File: src/hdl/tq_pkg.sv
package tq_pkg;

	typedef enum logic [2:0] {
		OP_ADD    = 3'd0,
		OP_CANCEL = 3'd1,
		OP_TICK   = 3'd2,
		OP_EXIST  = 3'd3,
		OP_CLEAR  = 3'd4,
		OP_BAD    = 3'd5
	} op_t;

	localparam logic [1:0] ST_OK       = 2'd0;
	localparam logic [1:0] ST_NOTFOUND = 2'd1;
	localparam logic [1:0] ST_FULL     = 2'd2;

	localparam int CNT_W = 7;

	typedef struct packed {
		op_t         op;
		logic [31:0] target_id;
		logic [63:0] expire_at;
		logic [31:0] period;
		logic [63:0] now_time;
	} cmd_t;

	typedef struct packed {
		logic [1:0]       status;
		logic [31:0]      assigned_id;
		logic             fired;
		logic [31:0]      fired_id;
		logic [31:0]      fired_period;
		logic [CNT_W-1:0] fire_count;
		logic             last;
	} res_t;

	function automatic op_t classify(input logic [2:0] code);
		op_t r;
		case (code)
			3'd0: r = OP_ADD;
			3'd1: r = OP_CANCEL;
			3'd2: r = OP_TICK;
			3'd3: r = OP_EXIST;
			3'd4: r = OP_CLEAR;
			default: r = OP_BAD;
		endcase
		return r;
	endfunction

endpackage

File: src/hdl/tq_front.sv
module tq_front (
	input  logic            clk,
	input  logic            arst_n,
	input  logic            in_valid,
	output logic            in_ready,
	input  logic [2:0]      operation,
	input  logic [31:0]     target_id,
	input  logic [63:0]     expire_at,
	input  logic [31:0]     period,
	input  logic [63:0]     now_time,
	output tq_pkg::cmd_t    cmd,
	output logic            cmd_valid,
	input  logic            cmd_ready
);

	tq_pkg::cmd_t ent_q [2];
	logic         wp_q, rp_q;
	logic [1:0]   cnt_q;
	logic         push, pop;

	assign in_ready  = (cnt_q != 2'd2);
	assign cmd_valid = (cnt_q != 2'd0);
	assign cmd       = ent_q[rp_q];
	assign push      = in_valid && in_ready;
	assign pop       = cmd_valid && cmd_ready;

	// decoded beat goes into a two-entry queue
	always_ff @(posedge clk) begin
		if (push) begin
			ent_q[wp_q] <= '{op: tq_pkg::classify(operation), target_id: target_id,
				expire_at: expire_at, period: period, now_time: now_time};
		end
	end

	always_ff @(posedge clk or negedge arst_n) begin
		if (!arst_n) begin
			wp_q  <= 1'b0;
			rp_q  <= 1'b0;
			cnt_q <= 2'd0;
		end else begin
			if (push) wp_q <= ~wp_q;
			if (pop) rp_q <= ~rp_q;
			cnt_q <= cnt_q + {1'b0, push} - {1'b0, pop};
		end
	end

endmodule

File: config.mk
export PLATFORM = sky130hd
export DESIGN_NAME = tq_front
export DESIGN_NICKNAME = d
export VERILOG_FILES = /design/src/hdl/tq_pkg.sv /design/src/hdl/tq_front.sv
export SDC_FILE = /design/constraint.sdc
export NUM_CORES = 1
export LEC_CHECK = 0
export BUFFER_PORTS_ARGS = -buffer_cell sky130_fd_sc_hd__clkbuf_2
export CAP_MARGIN = 5
export CORE_AREA = 5 5 251 131
export DETAILED_ROUTE_END_ITERATION = 10
export DIE_AREA = 0 0 256 136
export PLACE_DENSITY = 0.71
export SLEW_MARGIN = 20
export SYNTH_ARGS = -nofsm -noshare
export SYNTH_HDL_FRONTEND = slang
export SYNTH_SLANG_ARGS = --single-unit
File: constraint.sdc
create_clock -name clk -period 25 [get_ports clk]
set_input_delay 1.25 -clock clk [delete_from_list [all_inputs] [get_ports clk]]
set_output_delay 1.25 -clock clk [all_outputs]
set_load 0.01 [all_outputs]
==> results of run 1 <==
## cell usage in the layout, fill, tap and decap left out, types with 2 or more instances in the layout
cell type and count:
clkbuf_16 37, mux2_2 55, dfrtp_1 3, clkinv_1 6, clkbuf_2 395, nand2_1 2
nor2_1 2, edfxtp_1 390, buf_4 8, mux2_4 140, clkbuf_1 8, clkinv_2 2
nor2b_1 2, bufinv_16 2, clkbuf_8 5, inv_6 2, xnor2_1 3
## worst paths after layout
path | start | endpoint | slack, ns | depth (start not counted)
min reg2reg | wp_q$_DFFE_PN0P_ | wp_q$_DFFE_PN0P_ | 0.56 | 1
min in group clk | wp_q$_DFFE_PN0P_ | wp_q$_DFFE_PN0P_ | 0.56 | 1
max reg2reg | cnt_q[0]$_DFF_PN0_ | ent_q[0][48]$_DFFE_PP_ | 21.96 | 5
min | arst_n | cnt_q[0]$_DFF_PN0_ | 0.53 | 1
max | rp_q$_DFFE_PN0P_ | cmd[124] | 20.26 | 4
max in group asynchronous | arst_n | rp_q$_DFFE_PN0P_ | 24.31 | 1
## synthesized netlist by cell type
cell / instances
xnor2_1: 3
ha_1: 1
nand2b_1: 1
edfxtp_1: 390
nor2b_1: 2
mux2_4: 140
o21ai_0: 1
a211oi_1: 1
a21o_1: 1
nand2_1: 2
a32oi_1: 1
dfrtp_1: 4
a21bo_2: 1
buf_6: 17
nand3_1: 1
buf_2: 5
or2_2: 1
clkbuf_1: 1
and3_1: 1
nor2_1: 3
mux2_2: 55
## layer usage
metal  vias up  track usage  wire [um]  share of wire
met4         2       0.0377        506          0.017
met2       261        0.263      14300           0.47
met1      3669        0.236      13400           0.44
met3        42       0.0557       2280          0.075
li1       3362            -          -              -
met5         -            0         12        0.00039
## state kept, by name (all words and copies together) (netlist names)
name   flops
rp_q       1
ent_q    390
cnt_q      2
wp_q       1
## power by group through the flow
stage	Combinational [mW]	Sequential, mW	Clock [mW]
4_1_cts	0.704	0.950	0.551
3_3_place_gp	0.694	0.960	0
5_1_grt	0.736	0.962	0.582
6_report	0.691	0.948	0.536
2_1_floorplan	0.483	0.983	0
3_5_place_dp	0.702	0.964	0
## kinds of logic after synthesis
kind of cell,count (synthesis),synth area share
multiplexers,195,0.183
flip-flops,394,0.793
adder cells (fa/ha/maj),1,0.000840
AND/OR/NAND/NOR,11,0.00370
AO/OA/AOI/OAI,5,0.00261
XOR/XNOR,3,0.00177
buffers and inverters,23,0.0148
## final cells by class
class	instances	area [um2]
Tap cell	408	510
Multi-Input combinational cell	215	2870
Clock buffer	50	1020
Fill cell	2295	12300
Sequential cell	394	11800
Timing Repair Buffer	403	2040
Clock inverter	14	129
Antenna cell	1	2.50
## through the flow
step | utilization | cells | hold slack [ns]
2_1_floorplan | - | 632 | 0.460
3_3_place_gp | 0.561 | 1420 | 0.535
3_5_place_dp | 0.561 | 1420 | 0.556
4_1_cts | 0.598 | 1484 | 0.511
5_1_grt | 0.598 | 1484 | 0.518
6_report | 0.598 | 1485 | 0.532
==> impl_metrics.csv, run 1 <==
group,metric,value,unit
outcome,status,"finished clean",
logic_synthesis,synth.distinct_cells,21,
placement,dpl-instance-area,17200,um2
grt,grt.total_usage,0.169,
grt,grt_start_max_net_pins,74,
clock_tree,cts_made_buffers,36,
setup_path,cp.arrival,3.49,ns
die,fp-row-count,46,
layout,drive_above_1_share,0.607,
route,wl_per_cell,20.5,um
sta,fin_skew,0.0180,ns
logic_synthesis,synth_seq_cells,394,
die,die_h,136,um
clock_tree,hold_buffers,0,
setup_path,crit_fanout,61,
sta,worst-slew-pin-transition,1.12,ns
sta,max_freq,211,MHz
route,via_per_inst,4.94,
setup_path,cp.required,23.75,ns
sta,setup_viol,0,
clock_tree,clk_pin_slew,0.06,ns
placement,pre_cts_slack,20.82,ns
sta,fin_crit_sh,0.189,
die,start_util,0.484,
route,drc,0,
layout,finalInstanceArea,18400,um2
logic_synthesis,synthesis.area,14900,um2
power,p_leak,7.34,nW
die,io_pins,396,
worst_hold_path,hold_class,"primary input to async pin",
setup_path,crit_path_frequent_cell,"buf_4",
clock_tree,cts.sinks,394,
power,power.switching,0.630,mW
layout,fin_nets,1250,
route,vias,7336,
grt,grt_pass1_wl,45200,um
power,ir_worst_vdd,0.0000791,V
placement,dp_hpwl,21500,um
clock_tree,cts_setup_buffers,0,
die,design.core.area,30700,um2
logic_synthesis,syn_inst,632,
route,drt_iter0_drc,522,
clock_tree,htree_levels,2,
logic_synthesis,yosysWarnings,0,
sta,grt_setup_unrepaired,"no",
setup_path,cp_cell_sequence,"buf_4 -> buf_4 -> mux2_4 -> clkbuf_2",
job,max_cap_violations,0,
power,intPower,1.54,mW
clock_tree,clkLatencyLatePin,0.51,ns
logic_synthesis,netlist.area_leader.share,0.787,
sta,hold_viol,0,
logic_synthesis,syn_area_per_cell,23.6,um2
logic_synthesis,syn-num-nets,832,
setup_path,startpoint_type,"flip-flop",
sta,min_period,4.74,ns
setup_path,cp_num_buf_inv,3,
route,routed_wl,30500,um
setup_path,setup.worst_path.end_class,"output port",
sta,max_slew_margin,0.251,
grt,grt_pass1_vias,7626,
power,pwr-share-seq,0.436,
setup_path,critPathKind,"flip-flop to output port",
placement,place.gp.congestion,0.776,
setup_path,crit_slowest_cell,"buf_4",
power,power.density,118,nW/um2
sta,tns,0,ns
clock_tree,cts_resized,0,
die,die_area,34800,um2
power,swShare,0.290,
clock_tree,cts_buffer_depth,3,
setup_path,max_stage_delay,0.89,ns
power,clockPowerShare,0.247,
logic_synthesis,yosysTopAreaCell,"edfxtp_1",
logic_synthesis,seq_area_frac_synth,0.793,
sta,drv_slew,0,
clock_tree,cts_tree,"yes",
layout,syn_to_final_growth,23.5,%
grt,grt_antenna_before_repair,1,
die,die_w,256,um
power,fin_total_pwr,2.18,mW
route,antenna_violating_nets_post_route,0,
setup_path,path_delay_family,"buffers and inverters",
power,power_frac_comb,0.318,
sta,timing.final.ws_setup,20.26,ns
grt,overflow,0,
clock_tree,root_buffer,"clkbuf_16",
logic_synthesis,yosys-top-cells-area,"edfxtp_1 (79%), mux2_4 (14%), mux2_2 (4.2%)",
placement,portBuffers,395,
route,drtPass1Iterations,4,
Note: power is estimated with default switching activity, not from simulation.
==> run 2: changes to the inputs <==
CORE_AREA = 5 5 258 134   (was 5 5 251 131)
DIE_AREA = 0 0 263 139   (was 0 0 256 136)
clock period = 4.2 ns   (was 25 ns; I/O delays follow)
==> run 2 against run 1 <==
Compared with the run above:
- design area rose by 11%
- routed wire length rose by 10%
- utilization rose by 3.6 points
- flip-flop and latch count did not move
- non-clock buffer count rose by 206
- sequential power rose to 6.0 times the previous value
- clock-buffer cell count fell by 6
- register-to-register slack got worse by 20 ns
- largest power group unchanged
==> impl_metrics.csv, run 2 (same netlist as run 1, synthesis figures left out) <==
group,metric,value,unit
sta,timing.final.ws_setup,1.39,ns
sta,fin_skew,0.0214,ns
layout,fill_cells,2246,
job,max_cap_violations,0,
clock_tree,hold_buffers,197,
power,pwr-share-seq,0.434,
power,swShare,0.296,
power,intPower,9.28,mW
layout,reg_top3,"ent_q (390), cnt_q (2)",
sta,fin_crit_sh,0.669,
power,power_frac_comb,0.331,
die,io_pins,396,
power,clockPowerShare,0.235,
sta,min_period,2.81,ns
clock_tree,cts_resized,0,
die,design.core.area,32300,um2
setup_path,path_delay_family,"flip-flops",
sta,grt_setup_unrepaired,"no",
layout,largest_register,"ent_q",
route,routed_wl,33600,um
setup_path,cp.required,3.99,ns
setup_path,startpoint_type,"flip-flop",
sta,max_slew_margin,0.309,
power,ir_worst_vdd,0.000459,V
layout,layout_commonest_cell,"clkbuf_2",
sta,tns,0,ns
grt,grt_start_max_net_pins,84,
grt,grt_antenna_before_repair,2,
layout,syn_to_final_growth,37.6,%
layout,final_util,0.634,
route,wl_per_cell,19.5,um
grt,grt.total_usage,0.178,
clock_tree,clkLatencyLatePin,0.52,ns
layout,finalInstanceArea,20500,um2
sta,max_freq,356,MHz
sta,whs,0.0440,ns
route,drc,0,
placement,dpl-instance-area,17400,um2
clock_tree,htree_levels,2,
clock_tree,cts_setup_buffers,0,
setup_path,critPathKind,"flip-flop to output port",
clock_tree,cts_made_buffers,36,
clock_tree,cts.sinks,394,
setup_path,setup.worst_path.end_class,"output port",
setup_path,crit_slowest_cell,"dfrtp_4",
sta,worst-slew-pin-transition,1.04,ns
layout,fin_nets,1456,
route,via_per_inst,4.78,
setup_path,cp_cell_sequence,"buf_12 -> mux2_2 -> clkbuf_2",
layout,final_cell_mix,"clkbuf_2 (395), edfxtp_1 (390), dlygate4sd3_1 (197)",
placement,portBuffers,395,
outcome,status,"finished clean",
clock_tree,cts_tree,"yes",
clock_tree,root_buffer,"clkbuf_16",
sta,drv_slew,0,
worst_hold_path,hold_class,"primary input to async pin",
placement,place.gp.congestion,0.778,
route,vias,8232,
grt,overflow,0,
sta,hold_viol,0,
setup_path,crit_fanout,60,
power,power.density,643,nW/um2
route,antenna_violating_nets_post_route,0,
die,die_w,263,um
clock_tree,clk_pin_slew,0.07,ns
die,fp-row-count,47,
placement,pre_cts_slack,1.90,ns
setup_path,cp_num_buf_inv,2,
power,p_leak,8.20,nW
die,die_h,139,um
placement,dp_hpwl,20800,um
sta,setup_viol,0,
die,die_area,36600,um2
layout,largest_reg_flops,390,
grt,grt_pass1_vias,9029,
route,drt_iter0_drc,563,
clock_tree,cts_buffer_depth,3,
setup_path,max_stage_delay,1.10,ns
grt,grt_pass1_wl,52200,um
die,start_util,0.461,
route,drtPass1Iterations,4,
layout,drive_above_1_share,0.514,
setup_path,cp.arrival,2.60,ns
power,power.switching,3.90,mW
-- run 2: stage by stage --
step,std cells,power [mW]
floorplan,632,8.56
global placement,1462,9.98
detailed placement,1462,10.0
CTS,1719,13.3
global route,1721,13.8
finish,1721,13.2
-- run 2: final timing paths --
kind / end / from / slack [ns] / cells after the start
worst max-delay path: cmd[10] / rp_q$_DFFE_PN0P_ / 1.39 / 3
worst min-delay path: cnt_q[0]$_DFF_PN0_ / arst_n / 0.04 / 2
worst max register to register: ent_q[0][97]$_DFFE_PP_ / cnt_q[0]$_DFF_PN0_ / 2.03 / 4
worst min register to register: wp_q$_DFFE_PN0P_ / wp_q$_DFFE_PN0P_ / 0.56 / 1
max in group asynchronous: rp_q$_DFFE_PN0P_ / arst_n / 4.00 / 2
min in group clk: ent_q[1][193]$_DFFE_PP_ / operation[1] / 0.09 / 2
-- run 2: power by group through the flow --
stage                     sequential (mW)  combinational, mW  clock [mW]
after detailed placement             5.81               4.24           0
after floorplan                      5.68               2.88           0
after global placement               5.76               4.22           0
after global routing                 5.80               4.64        3.36
after CTS                            5.73               4.41        3.17
final                                5.72               4.37        3.09
-- run 2: per-layer routing --
metal,GRT usage,up-vias,routed length (um)
met3,0.0486,65,2110
met2,0.308,266,17100
li1,-,3775,-
met1,0.223,4126,13500
met5,0,-,0
met4,0.0503,0,926
-- run 2: cell type report --
| cell class | instances | area [um2] | share of cell area |
|---|---|---|---|
| Clock buffer | 44 | 952 | 0.0465 |
| Antenna cell | 2 | 5.00 | 0.000244 |
| Sequential cell | 394 | 11800 | 0.577 |
| Tap cell | 441 | 552 | 0.0269 |
| Clock inverter | 16 | 128 | 0.00623 |
| Timing Repair Buffer | 609 | 4160 | 0.203 |
| Multi-Input combinational cell | 215 | 2870 | 0.140 |
